**config.mk**
```make
export PLATFORM = sky130hd
export DESIGN_NAME = tccu_ctrl
export DESIGN_NICKNAME = d
export VERILOG_FILES = /design/src/hw/rtl/tccu_pkg.sv /design/src/hw/rtl/tccu_ctrl.sv
export SDC_FILE = /design/constraint.sdc
export NUM_CORES = 1
export LEC_CHECK = 0
export ABC_AREA = 1
export BUFFER_PORTS_ARGS = -buffer_cell sky130_fd_sc_hd__buf_2
export CAP_MARGIN = 20
export CORE_AREA = 2 2 39 41
export DETAILED_ROUTE_END_ITERATION = 6
export DIE_AREA = 0 0 41 43
export HOLD_SLACK_MARGIN = 0.15
export PLACE_DENSITY = 0.66
export SLEW_MARGIN = 10
export SYNTH_ARGS = -nofsm -noshare
export SYNTH_HDL_FRONTEND = slang
export SYNTH_SLANG_ARGS = --single-unit
export TNS_END_PERCENT = 20
```
**constraint.sdc**
```tcl
create_clock -name i_clk -period 1.9 [get_ports i_clk]
set_input_delay 0.38 -clock i_clk [delete_from_list [all_inputs] [get_ports i_clk]]
set_output_delay 0.38 -clock i_clk [all_outputs]
set_load 0.02 [all_outputs]
```
**src/hw/rtl/tccu_pkg.sv**
```systemverilog
`default_nettype none

package tccu_pkg;

    // input opcodes
    localparam logic OP_LOAD  = 1'b0;
    localparam logic OP_FETCH = 1'b1;

    // configuration register indexes
    localparam logic [1:0] CFG_SOURCE_MODE = 2'd0;
    localparam logic [1:0] CFG_TILE_WIDTH  = 2'd1;
    localparam logic [1:0] CFG_TILE_HEIGHT = 2'd2;

    localparam int          CFG_IDX_BITS   = 2;
    localparam int          CFG_DATA_BITS  = 9;
    localparam logic [8:0]  TILE_DIM_RESET = 9'd256;
    localparam logic [3:0]  MASK_FULL      = 4'hF;
    localparam logic [3:0]  MASK_EMPTY     = 4'h0;
    localparam int          NB_COUNT       = 16;

    // neighbor search order
    localparam logic signed [2:0] NB_DX [NB_COUNT] = '{
        3'sd0, 3'sd0, 3'sd1, -3'sd1, -3'sd1, -3'sd1, 3'sd1, 3'sd1,
        3'sd0, 3'sd0, 3'sd2, -3'sd2, -3'sd2, -3'sd2, 3'sd2, 3'sd2
    };
    localparam logic signed [2:0] NB_DY [NB_COUNT] = '{
        3'sd1, -3'sd1, 3'sd0, 3'sd0, -3'sd1, 3'sd1, -3'sd1, 3'sd1,
        3'sd2, -3'sd2, 3'sd0, 3'sd0, -3'sd2, 3'sd2, -3'sd2, 3'sd2
    };

    localparam logic [2:0] BIT_COUNT [16] = '{
        3'd0, 3'd1, 3'd1, 3'd2, 3'd1, 3'd2, 3'd2, 3'd3,
        3'd1, 3'd2, 3'd2, 3'd3, 3'd2, 3'd3, 3'd3, 3'd4
    };

    typedef struct packed {
        logic       op;
        logic [7:0] red;
        logic [7:0] green;
        logic [7:0] blue;
        logic [3:0] coverage;
    } t_in_beat;

    typedef struct packed {
        logic [7:0] red_out;
        logic [7:0] green_out;
        logic [7:0] blue_out;
        logic       opaque;
        logic       last;
        logic       not_ready;
    } t_out_beat;

    // tile memory word
    typedef struct packed {
        logic [3:0] mask;
        logic [7:0] blue;
        logic [7:0] green;
        logic [7:0] red;
    } t_entry;

    typedef enum logic [2:0] {
        ST_LOADING,
        ST_SCAN_RD,
        ST_SCAN_EV,
        ST_NB_ISSUE,
        ST_NB_CHECK,
        ST_RESCALE,
        ST_READY,
        ST_FETCH_OUT
    } t_state;

    typedef enum logic [1:0] {
        RD_FETCH,
        RD_SCAN,
        RD_NB
    } t_rd_sel;

    typedef enum logic [1:0] {
        WR_NONE,
        WR_LOAD,
        WR_COPY,
        WR_RESCALE
    } t_wr_sel;

    typedef struct packed {
        logic    scan_start;
        t_rd_sel rd_sel;
        t_wr_sel wr_sel;
        logic    center_cap;
        logic    nb_inc;
        logic    scan_adv;
        logic    fetch_adv;
        logic    out_nr;
        logic    out_fetch;
    } t_dp_cmd;

    typedef struct packed {
        logic load_done;
        logic partial;
        logic mode;
        logic scan_last;
        logic nb_in;
        logic nb_final;
        logic nb_full;
        logic last_q;
        logic out_free;
    } t_dp_sts;

endpackage

`default_nettype wire

```
**src/hw/rtl/tccu_ctrl.sv**
```systemverilog
`default_nettype none

module tccu_ctrl (
    input  wire logic             i_clk,
    input  wire logic             i_rst_n,
    input  wire logic             i_in_valid,
    input  wire logic             i_in_op,
    output logic                  o_in_stall,
    input  wire tccu_pkg::t_dp_sts i_sts,
    output tccu_pkg::t_dp_cmd     o_cmd
);

    tccu_pkg::t_state r_state, n_state;
    logic             accept;

    always_ff @(posedge i_clk) begin
        if (!i_rst_n) begin
            r_state <= tccu_pkg::ST_LOADING;
        end else begin
            r_state <= n_state;
        end
    end

    always_comb begin
        n_state    = r_state;
        o_cmd      = '0;
        o_cmd.rd_sel = tccu_pkg::RD_FETCH;
        o_cmd.wr_sel = tccu_pkg::WR_NONE;
        o_in_stall = 1'b1;
        accept     = 1'b0;

        unique case (r_state)
            tccu_pkg::ST_LOADING: begin
                // a fetch needs the output register free
                o_in_stall = (i_in_op == tccu_pkg::OP_FETCH) && !i_sts.out_free;
                accept     = i_in_valid && !o_in_stall;
                if (accept) begin
                    if (i_in_op == tccu_pkg::OP_LOAD) begin
                        o_cmd.wr_sel = tccu_pkg::WR_LOAD;
                        if (i_sts.load_done) begin
                            o_cmd.scan_start = 1'b1;
                            n_state          = tccu_pkg::ST_SCAN_RD;
                        end
                    end else begin
                        o_cmd.out_nr = 1'b1;
                    end
                end
            end
            tccu_pkg::ST_SCAN_RD: begin
                o_cmd.rd_sel = tccu_pkg::RD_SCAN;
                n_state      = tccu_pkg::ST_SCAN_EV;
            end
            tccu_pkg::ST_SCAN_EV: begin
                if (i_sts.partial) begin
                    o_cmd.center_cap = 1'b1;
                    n_state = i_sts.mode ? tccu_pkg::ST_NB_ISSUE : tccu_pkg::ST_RESCALE;
                end else begin
                    o_cmd.scan_adv = 1'b1;
                    n_state = i_sts.scan_last ? tccu_pkg::ST_READY : tccu_pkg::ST_SCAN_RD;
                end
            end
            tccu_pkg::ST_NB_ISSUE: begin
                o_cmd.rd_sel = tccu_pkg::RD_NB;
                priority if (i_sts.nb_in) begin
                    n_state = tccu_pkg::ST_NB_CHECK;
                end else if (i_sts.nb_final) begin
                    n_state = tccu_pkg::ST_RESCALE;
                end else begin
                    o_cmd.nb_inc = 1'b1;
                end
            end
            tccu_pkg::ST_NB_CHECK: begin
                priority if (i_sts.nb_full) begin
                    o_cmd.wr_sel   = tccu_pkg::WR_COPY;
                    o_cmd.scan_adv = 1'b1;
                    n_state = i_sts.scan_last ? tccu_pkg::ST_READY : tccu_pkg::ST_SCAN_RD;
                end else if (i_sts.nb_final) begin
                    n_state = tccu_pkg::ST_RESCALE;
                end else begin
                    o_cmd.nb_inc = 1'b1;
                    n_state      = tccu_pkg::ST_NB_ISSUE;
                end
            end
            tccu_pkg::ST_RESCALE: begin
                o_cmd.wr_sel   = tccu_pkg::WR_RESCALE;
                o_cmd.scan_adv = 1'b1;
                n_state = i_sts.scan_last ? tccu_pkg::ST_READY : tccu_pkg::ST_SCAN_RD;
            end
            tccu_pkg::ST_READY: begin
                o_in_stall = (i_in_op == tccu_pkg::OP_FETCH) && !i_sts.out_free;
                accept     = i_in_valid && !o_in_stall;
                // loads are dropped here
                if (accept && (i_in_op == tccu_pkg::OP_FETCH)) begin
                    o_cmd.fetch_adv = 1'b1;
                    n_state         = tccu_pkg::ST_FETCH_OUT;
                end
            end
            tccu_pkg::ST_FETCH_OUT: begin
                o_cmd.out_fetch = 1'b1;
                n_state = i_sts.last_q ? tccu_pkg::ST_LOADING : tccu_pkg::ST_READY;
            end
            default: begin
                n_state = tccu_pkg::ST_LOADING;
            end
        endcase
    end

endmodule

`default_nettype wire

```
==> run_results.csv <==
group,metric,value,unit
yosys,syn_area_per_cell,5.49,um2
final_layout,n_antenna_cell,0,
setup_path,critPathRequiredTime,1520,ps
setup_path,cp_slowest_stage_delay,540,ps
timing,max_freq,0.571,GHz
yosys,ys_top_cells_by_count,"nand2_1, inv_1, nor2_1",
power_and_ir_drop,ir_drop,0.245,mV
final_layout,regMostFlops,"r_state",
setup_path,critPathTopFamily,"flip-flops",
setup_path,worstPathArrival,1370,ps
detailed_routing,first_pass_iters,2,
detailed_routing,drtIter0Drc,6,
placement,preCtsSetupSlack,379,ps
yosys,synth_top_cell_by_area,"nand2_1",
clock_network,clk-insertion-delay-late,230,ps
final_layout,largest_reg_flops,3,
placement,portBuffers,24,
final_layout,final_nets,127,
floorplan,core,1380,um2
clock_network,clkSlewWorstSetupHoldPaths,40,ps
setup_path,crit_slowest_cell,"dfxtp_1",
detailed_routing,ant_nets,0,
placement,hpwl,992,um
yosys,synth_edf_count,0,
yosys,ys.flop_type,"dfxtp_1",
setup_path,path_buf_inv,1,
setup_path,r2r_start,"r_state[2]",
timing,clock_skew,0.861,ps
timing,fin_tns_setup,0,ps
placement,placed_cell_area,596,um2
job,drv_cap,0,
setup_path,startpoint_type,"register",
clock_network,cts_buffers,3,
final_layout,fin_cells,129,
final_layout,area_growth,30.1,%
global_route,grt_max_degree,10,
clock_network,root_buffer,"clkbuf_4",
yosys,synthTopCellsByArea,"nand2_1, dfxtp_1, nand3_1",
power_and_ir_drop,p_leak,0.402,nW
yosys,syn_area,478,um2
detailed_routing,drcViolationCount,0,
global_route,overflow,0,
timing,setup_viol,0,
timing,hold_ws,398,ps
yosys,syn-num-nets,100,
clock_network,cts.sinks,3,
final_layout,fillers,155,
clock_network,cts.repair.resized,0,
yosys,yosysWarnings,0,
timing,slew_headroom,75.0,%
global_route,first_global_vias,520,
timing,grt_setup_unrepaired,"no",
floorplan,pin_count,25,
clock_network,cts_buffer_depth,2,
final_layout,reg.largest.list,"r_state (3)",
timing,fin_crit_sh,92.2,%
yosys,ys_types,19,
final_layout,fin_area,622,um2
global_route,antenna_found_initial,0,
detailed_routing,wl_per_cell,8.71,um
clock_network,cts_tree,"done",
yosys,yosysSeqAreaShare,12.6,%
placement,place_inst,125,
clock_network,htree_levels,1,
timing,slew_violations,0,
yosys,synthCells,87,
timing,finalHoldViolations,0,
detailed_routing,via_per_inst,4.62,
yosys,async_flop_share,0,%
setup_path,cp-startpoint,"r_state[2]",
setup_path,crit_chain,"nand3_1, o21ai_1, o21bai_1, buf_2",
clock_network,cts_hold_buf,0,
timing,worst_slack,149,ps
yosys,synth_most_common_cell,"nand2_1",
global_route,grtUsageTotal,14.8,%
timing,period_minus_slack,1750,ps
setup_path,crit_path_end_kind,"output port",
status,status,"finished, final reports clean",
worst_hold_path,min_from,"i_rst_n",
floorplan,die-height,43,um
setup_path,crit_fanout,9,
detailed_routing,vias,596,
power_and_ir_drop,powerDensity,579,nW/um2
floorplan,fp.dieW,41,um
floorplan,dieArea,1760,um2
clock_network,post-cts-setup-buffer-count,0,
floorplan,rows,14,
worst_hold_path,worstHoldPathType,"input port to register",
global_route,grt_pass1_wl,1.89,mm
timing,worst_pin_slew,375,ps
floorplan,start_util,34.5,%
setup_path,critPathKind,"register to output port",
detailed_routing,wirelength,1.12,mm
final_layout,drive_above_1_share,38.1,%
placement,gp_congestion,0.793,
yosys,synth_top_area_share,14.9,%
yosys,synth-seq-cells,3,
cells by family after synthesis:
kind of cell / synth area share, %
and+or+nand+nor: 54.7
DFF: 12.6
buffers and inverters: 18.1
AOI/OAI and AO/OA: 14.7
path summary, 6_finish.rpt:
kind                            depth (start not counted)  slack (ps)          to
worst max-delay path                                    4         150    o_cmd[3]
worst min-delay path                                    3         400  r_state[0]
worst max register to register                          8         580  r_state[1]
worst min register to register                          2         630  r_state[0]
cell type report:
cell class                 count  area, um2  area share, %
sequential                     3       60.1           9.66
inverter                      17       63.8           10.3
tap                           16       20.0           3.22
clock buffer                   4       26.3           4.23
multi-input combinational     65        332           53.3
timing repair buffer          24        120           19.3
layer usage:
layer  vias up  wire length [um]  track usage, %
met5         -                 0               0
met3         0                66            3.14
li1        330                 -               -
met4         0                 0            2.00
met2        15               514            23.8
met1       251               541            20.2
tightest hold or removal path: stages:
cell and delay (ps):
buf_2 110, nand2_1 70, a21oi_2 30
power by group:
group	switching, mW	internal [mW]
sequential	0.0148	0.0700
clock	0.0341	0.0788
combinational	0.105	0.0576
metrics by stage:
stage                     power, mW  utilization, %
final                         0.360            44.9
after global routing          0.395            44.9
after CTS                     0.365            44.9
after detailed placement      0.249            43.0
after global placement        0.249            43.0
after floorplan               0.202               -
layout by cell type (no fill, tap or decap), types with 2 or more instances in the layout:
master and count:
nand2_2 3, nor2_2 3, nand2_1 19, nand3_1 11, clkbuf_4 3, inv_1 14, inv_2 3, a21oi_2 3
nand4_1 2, nor2_1 14, nand3_2 2, o21ai_0 2, dfxtp_1 3, buf_2 24
Power figures use the tool's default switching activity.
